## config.mk

```make
export PLATFORM = sky130hd
export DESIGN_NAME = ddmcp_tag_unit
export DESIGN_NICKNAME = d
export VERILOG_FILES = /design/src/ddmcp_pkg.sv /design/src/ddmcp_tag_unit.sv
export SDC_FILE = /design/constraint.sdc
export NUM_CORES = 2
export LEC_CHECK = 0
export BUFFER_PORTS_ARGS = -buffer_cell sky130_fd_sc_hd__buf_2
export CAP_MARGIN = 20
export CORE_MARGIN = 5
export CORE_UTILIZATION = 59
export CTS_CLUSTER_DIAMETER = 30
export DETAILED_ROUTE_END_ITERATION = 12
export PLACE_DENSITY = 0.77
export SETUP_SLACK_MARGIN = 0.02
export SKIP_LAST_GASP = 1
export SLEW_MARGIN = 15
export SYNTH_ARGS = -nofsm -noshare
export SYNTH_HDL_FRONTEND = slang
export SYNTH_SLANG_ARGS = --single-unit
export TNS_END_PERCENT = 5
```

## constraint.sdc

```tcl
create_clock -name clk -period 17.6 [get_ports clk]
set_input_delay 0.88 -clock clk [delete_from_list [all_inputs] [get_ports clk]]
set_output_delay 0.88 -clock clk [all_outputs]
set_load 0.01 [all_outputs]
```

## src/ddmcp_pkg.sv

```systemverilog
package ddmcp_pkg;

  localparam int ADDR_W = 16;
  localparam int DATA_W = 32;
  localparam int CNT_W = 32;

  localparam int IN_FIELDS_W = 1 + ADDR_W + DATA_W;
  localparam int IN_TDATA_W = ((IN_FIELDS_W + 7) / 8) * 8;
  localparam int OUT_FIELDS_W = DATA_W + 2 + 3 * CNT_W;
  localparam int OUT_TDATA_W = ((OUT_FIELDS_W + 7) / 8) * 8;
  localparam int OUT_PAD_W = OUT_TDATA_W - OUT_FIELDS_W;

  localparam int DEF_MEM_WORDS = 65536;
  localparam int DEF_LINE_WORDS_A = 4;
  localparam int DEF_LINES_A = 256;
  localparam int DEF_LINE_WORDS_B = 8;
  localparam int DEF_LINES_B = 128;

  typedef enum logic {
    OP_READ  = 1'b0,
    OP_WRITE = 1'b1
  } op_t;

endpackage

```

## src/ddmcp_tag_unit.sv

```systemverilog
module ddmcp_tag_unit #(
  parameter int LINE_WORDS = ddmcp_pkg::DEF_LINE_WORDS_A,
  parameter int LINES = ddmcp_pkg::DEF_LINES_A
) (
  input  logic                      clk,
  input  logic                      rst,
  input  logic                      en,
  input  logic [ddmcp_pkg::ADDR_W-1:0] address,
  output logic                      ready,
  output logic                      hit
);
  import ddmcp_pkg::*;

  localparam int OW = $clog2(LINE_WORDS);
  localparam int IW_REAL = $clog2(LINES);
  localparam int IW = (IW_REAL > 0) ? IW_REAL : 1;
  localparam int TW = (ADDR_W > OW + IW_REAL) ? ADDR_W - OW - IW_REAL : 1;

  logic [ADDR_W-1:0] line;
  logic [IW-1:0]     idx;
  logic [TW-1:0]     tag;

  logic [TW:0]       mem [LINES];
  logic [TW:0]       entry;
  logic [TW-1:0]     tag_q;

  logic              clr_busy;
  logic [IW-1:0]     clr_idx;

  assign line = address >> OW;
  assign idx = IW'(line % LINES);
  assign tag = TW'(line >> IW_REAL);
  assign ready = !clr_busy;

  always_ff @(posedge clk) begin
    if (rst) begin
      clr_busy <= 1'b1;
      clr_idx <= '0;
    end else if (clr_busy) begin
      clr_idx <= clr_idx + IW'(1);
      if (clr_idx == IW'(LINES - 1)) begin
        clr_busy <= 1'b0;
      end
    end
  end

  // allocate on every access: a hit rewrites the same tag
  always_ff @(posedge clk) begin
    if (clr_busy) begin
      mem[clr_idx] <= '0;
    end else if (en) begin
      mem[idx] <= {1'b1, tag};
    end
    if (en) begin
      entry <= mem[idx];
      tag_q <= tag;
    end
  end

  assign hit = entry[TW] && (entry[TW-1:0] == tag_q);

endmodule

```

==> impl_metrics.xml <==
<?xml version="1.0" encoding="UTF-8"?>
<metrics>
  <group name="status">
    <metric name="outcome" unit="">finished, final reports clean</metric>
  </group>
  <group name="timing">
    <metric name="timing_worst_slew_pin_value" unit="ns">1.15</metric>
    <metric name="relSlewSlack" unit="%">23.1</metric>
    <metric name="rsz0062_at_grt" unit="">no</metric>
    <metric name="clock-skew-final" unit="ns">0.0465</metric>
    <metric name="whs" unit="ns">0.221</metric>
    <metric name="hold_viol" unit="">0</metric>
    <metric name="timing.fmax" unit="GHz">0.201</metric>
    <metric name="min_period_over_period" unit="%">28.3</metric>
    <metric name="slew_viol_final" unit="">0</metric>
    <metric name="layout_min_cycle_time" unit="ns">4.99</metric>
    <metric name="tns" unit="ns">0</metric>
    <metric name="setup-violations-final" unit="">0</metric>
  </group>
  <group name="yosys">
    <metric name="synth_cell_type_count" unit="">63</metric>
    <metric name="proportion_of_synthesized_flip_flops_having_asynchronous_set_or_reset" unit="%">0</metric>
    <metric name="compound_cell_area_share_of_the_yosys_netlist" unit="%">3.33</metric>
    <metric name="syn-instance-count" unit="">3472</metric>
    <metric name="avgSynthCellArea" unit="um^2">20.4</metric>
    <metric name="ys.warnings.count" unit="">0</metric>
    <metric name="synth_enable_flop_cells" unit="">1805</metric>
    <metric name="synth.yosys.seq_area_share" unit="%">76.6</metric>
    <metric name="synth_ff_type" unit="">sky130_fd_sc_hd__edfxtp_1</metric>
    <metric name="synth_area" unit="um^2">71000</metric>
    <metric name="ys_ff_latch" unit="">1814</metric>
    <metric name="post_synth_xor_area_fraction" unit="%">0.148</metric>
    <metric name="synth_adder_area_share" unit="%">0.0176</metric>
    <metric name="synth_top_family_by_area" unit="">multiplexers</metric>
    <metric name="postSynthNetCount" unit="">3492</metric>
    <metric name="synth.mux.area_fraction" unit="%">14.7</metric>
    <metric name="synth_simple_gate_area_share" unit="%">3.33</metric>
  </group>
  <group name="routing">
    <metric name="routed.top_layer" unit="">met4</metric>
    <metric name="postRouteAntennaNets" unit="">0</metric>
    <metric name="initialDrtViolationCount" unit="">5909</metric>
    <metric name="detail_route.wirelength" unit="mm">181</metric>
    <metric name="vias_per_cell" unit="">6.88</metric>
    <metric name="total_via_count_in_the_routed_design" unit="">37600</metric>
    <metric name="met2_wirelength" unit="mm">86.4</metric>
    <metric name="m1WireLength" unit="mm">62.7</metric>
    <metric name="detail_route.first_pass.iterations" unit="">6</metric>
    <metric name="wl_per_cell" unit="um">33.0</metric>
    <metric name="wl_met3" unit="mm">22.6</metric>
    <metric name="drcViolationCount" unit="">0</metric>
  </group>
  <group name="worst_setup_path">
    <metric name="crit_arrival" unit="ns">5.49</metric>
    <metric name="cp_data_required_time" unit="ns">18.10</metric>
    <metric name="worstSetupStartpointType" unit="">input pin</metric>
    <metric name="end_kind" unit="">register</metric>
    <metric name="criticalPathCategory" unit="">in2reg</metric>
    <metric name="startpoint" unit="">address[3]</metric>
    <metric name="setup.reg_to_reg.worst_slack" unit="ns">12.92</metric>
    <metric name="critPathMaxFanout" unit="">79</metric>
    <metric name="rr_startpoint" unit="">clr_busy</metric>
  </group>
  <group name="floorplanning">
    <metric name="floorplan.core_area" unit="um^2">120000</metric>
    <metric name="fp.dieArea" unit="um^2">127000</metric>
    <metric name="floorplan.die.height" unit="um">357</metric>
    <metric name="start_util" unit="%">59.3</metric>
    <metric name="rows" unit="">127</metric>
    <metric name="die_wd" unit="um">357</metric>
    <metric name="top_level_i_o_count" unit="">21</metric>
  </group>
  <group name="clock_tree">
    <metric name="clock_latency" unit="ns">0.89</metric>
    <metric name="post_cts.repair.setup_buffers" unit="">0</metric>
    <metric name="post_cts.resized_instances" unit="">0</metric>
    <metric name="cts_hold_repair.buffers" unit="">0</metric>
    <metric name="clock_tree.buffer_depth" unit="">4</metric>
    <metric name="cts.sink_count" unit="">1814</metric>
    <metric name="clkSlewWorstSetupHoldPaths" unit="ns">0.05</metric>
    <metric name="cts_made_buffers" unit="">299</metric>
    <metric name="h-tree-depth" unit="">5</metric>
    <metric name="cts_root_buf" unit="">sky130_fd_sc_hd__clkbuf_16</metric>
    <metric name="cts_tree" unit="">yes</metric>
  </group>
  <group name="global_routing">
    <metric name="grt_pass1_vias" unit="">38700</metric>
    <metric name="grt_pass1_wl" unit="mm">265</metric>
    <metric name="grt_max_degree" unit="">187</metric>
    <metric name="number_of_antenna_violations_at_the_first_check_in_global_routing" unit="">2</metric>
    <metric name="grt_remaining_overflow" unit="">0</metric>
    <metric name="gr-usage-all-layers" unit="%">28.8</metric>
  </group>
  <group name="cells_and_area">
    <metric name="stdcell_count" unit="">5473</metric>
    <metric name="drive_above_1_share" unit="%">25.6</metric>
    <metric name="syn2layout_area_growth" unit="%">16.0</metric>
    <metric name="most-common-layout-cells" unit="">1805 x sky130_fd_sc_hd__edfxtp_1, 389 x sky130_fd_sc_hd__mux4_2, 305 x sky130_fd_sc_hd__clkbuf_16</metric>
    <metric name="finalInstanceArea" unit="um^2">82300</metric>
    <metric name="mostFrequentLayoutCell" unit="">sky130_fd_sc_hd__edfxtp_1</metric>
    <metric name="final_net_count" unit="">3665</metric>
  </group>
  <group name="worst_hold_path">
    <metric name="hold_path.class" unit="">in2reg</metric>
    <metric name="start_point_of_the_worst_hold_path" unit="">address[13]</metric>
  </group>
  <group name="placed_design">
    <metric name="detailed_place_hpwl" unit="mm">97.2</metric>
    <metric name="placed_cells" unit="">4953</metric>
    <metric name="port_buffers" unit="">18</metric>
    <metric name="globalplace.congestion" unit="">0.847</metric>
    <metric name="placedInstanceArea" unit="um^2">72400</metric>
  </group>
  <group name="power_and_ir_drop">
    <metric name="static-leakage-power" unit="uW">0.0306</metric>
    <metric name="power.density_cell_area" unit="nW/um^2">130</metric>
    <metric name="peakVddDrop" unit="mV">0.0738</metric>
  </group>
  <group name="flow_run">
    <metric name="number_of_maximum_capacitance_violations" unit="">0</metric>
  </group>
</metrics>
[sequential cells by signal, summed over array words and instances (netlist names)]
name      flops
mem        1792
clr_busy      1
clr_idx       8
entry         7
tag_q         6
[per-layer routing]
layer  vias up  GRT usage (%)
met1     19200           38.6
met4         0           13.6
met3       582           8.13
met2      2997           44.5
li1      14800              -
met5         -              0
[kinds of logic (layout without fill, tap and decap cells)]
logic type / count (synthesis) / count (layout)
other: 0 / 4
flip-flops: 1814 / 1814
AND/OR/NAND/NOR: 544 / 544
multiplexers: 554 / 554
buffers and inverters: 213 / 598
adder cells (fa/ha/maj): 1 / 1
AO/OA/AOI/OAI: 334 / 334
XOR/XNOR: 12 / 12
[cells in the mapped netlist (all sizes together) (28+ instances only)]
cell type  instances  share of area [%]
edfxtp          1805                 76
mux4             389                 12
a211oi            28               0.30
nor2             290                1.5
clkbuf            80               0.42
mux2i            139                2.0
nand3             28               0.20
nand2            118               0.62
buf              128                1.4
o21ai             54               0.40
o221ai            52               0.68
a21oi             38               0.27
o22ai             61               0.54
[where the power goes]
group,internal (uW),switching [uW],leakage (uW),total (uW)
logic,79.0,178,0.00495,257
clock network,3740,2010,0.00473,5750
registers,4690,4.16,0.0209,4700
total,8510,2190,0.0306,10700
[worst max-delay path, cell delays in order]
cell,delay [ns]
sky130_fd_sc_hd__buf_8,0.53
sky130_fd_sc_hd__buf_4,0.60
sky130_fd_sc_hd__buf_4,0.88
sky130_fd_sc_hd__nand2b_1,0.14
sky130_fd_sc_hd__o21ai_2,0.43
sky130_fd_sc_hd__nand3_2,0.86
sky130_fd_sc_hd__nor2_1,1.01
[cell type report]
cell class                 count  area, um^2
antenna                        4        10.0
clock buffer                 337        7760
clock inverter               176        2080
fill                        6735       37400
inverter                       5        28.8
multi-input combinational   1445       15400
sequential                  1814       54400
tap                         1612        2020
timing repair buffer          80         667
[worst paths after layout]
path / endpoint / cells past startpoint
worst min-delay path: tag_q[3] / 1
worst max-delay path: mem[254][5] / 7
worst max register to register: mem[254][5] / 7
worst min register to register: clr_idx[1] / 2
[metrics by stage]
stage	worst slack, ns	utilization (%)	power [uW]
floorplan	7.98	-	4950
global placement	12.00	60.5	5020
detailed placement	11.97	60.5	5030
CTS	12.87	68.7	10700
global route	12.65	68.8	11000
finish	12.61	68.8	10700
(Power assumes the default switching activity.)
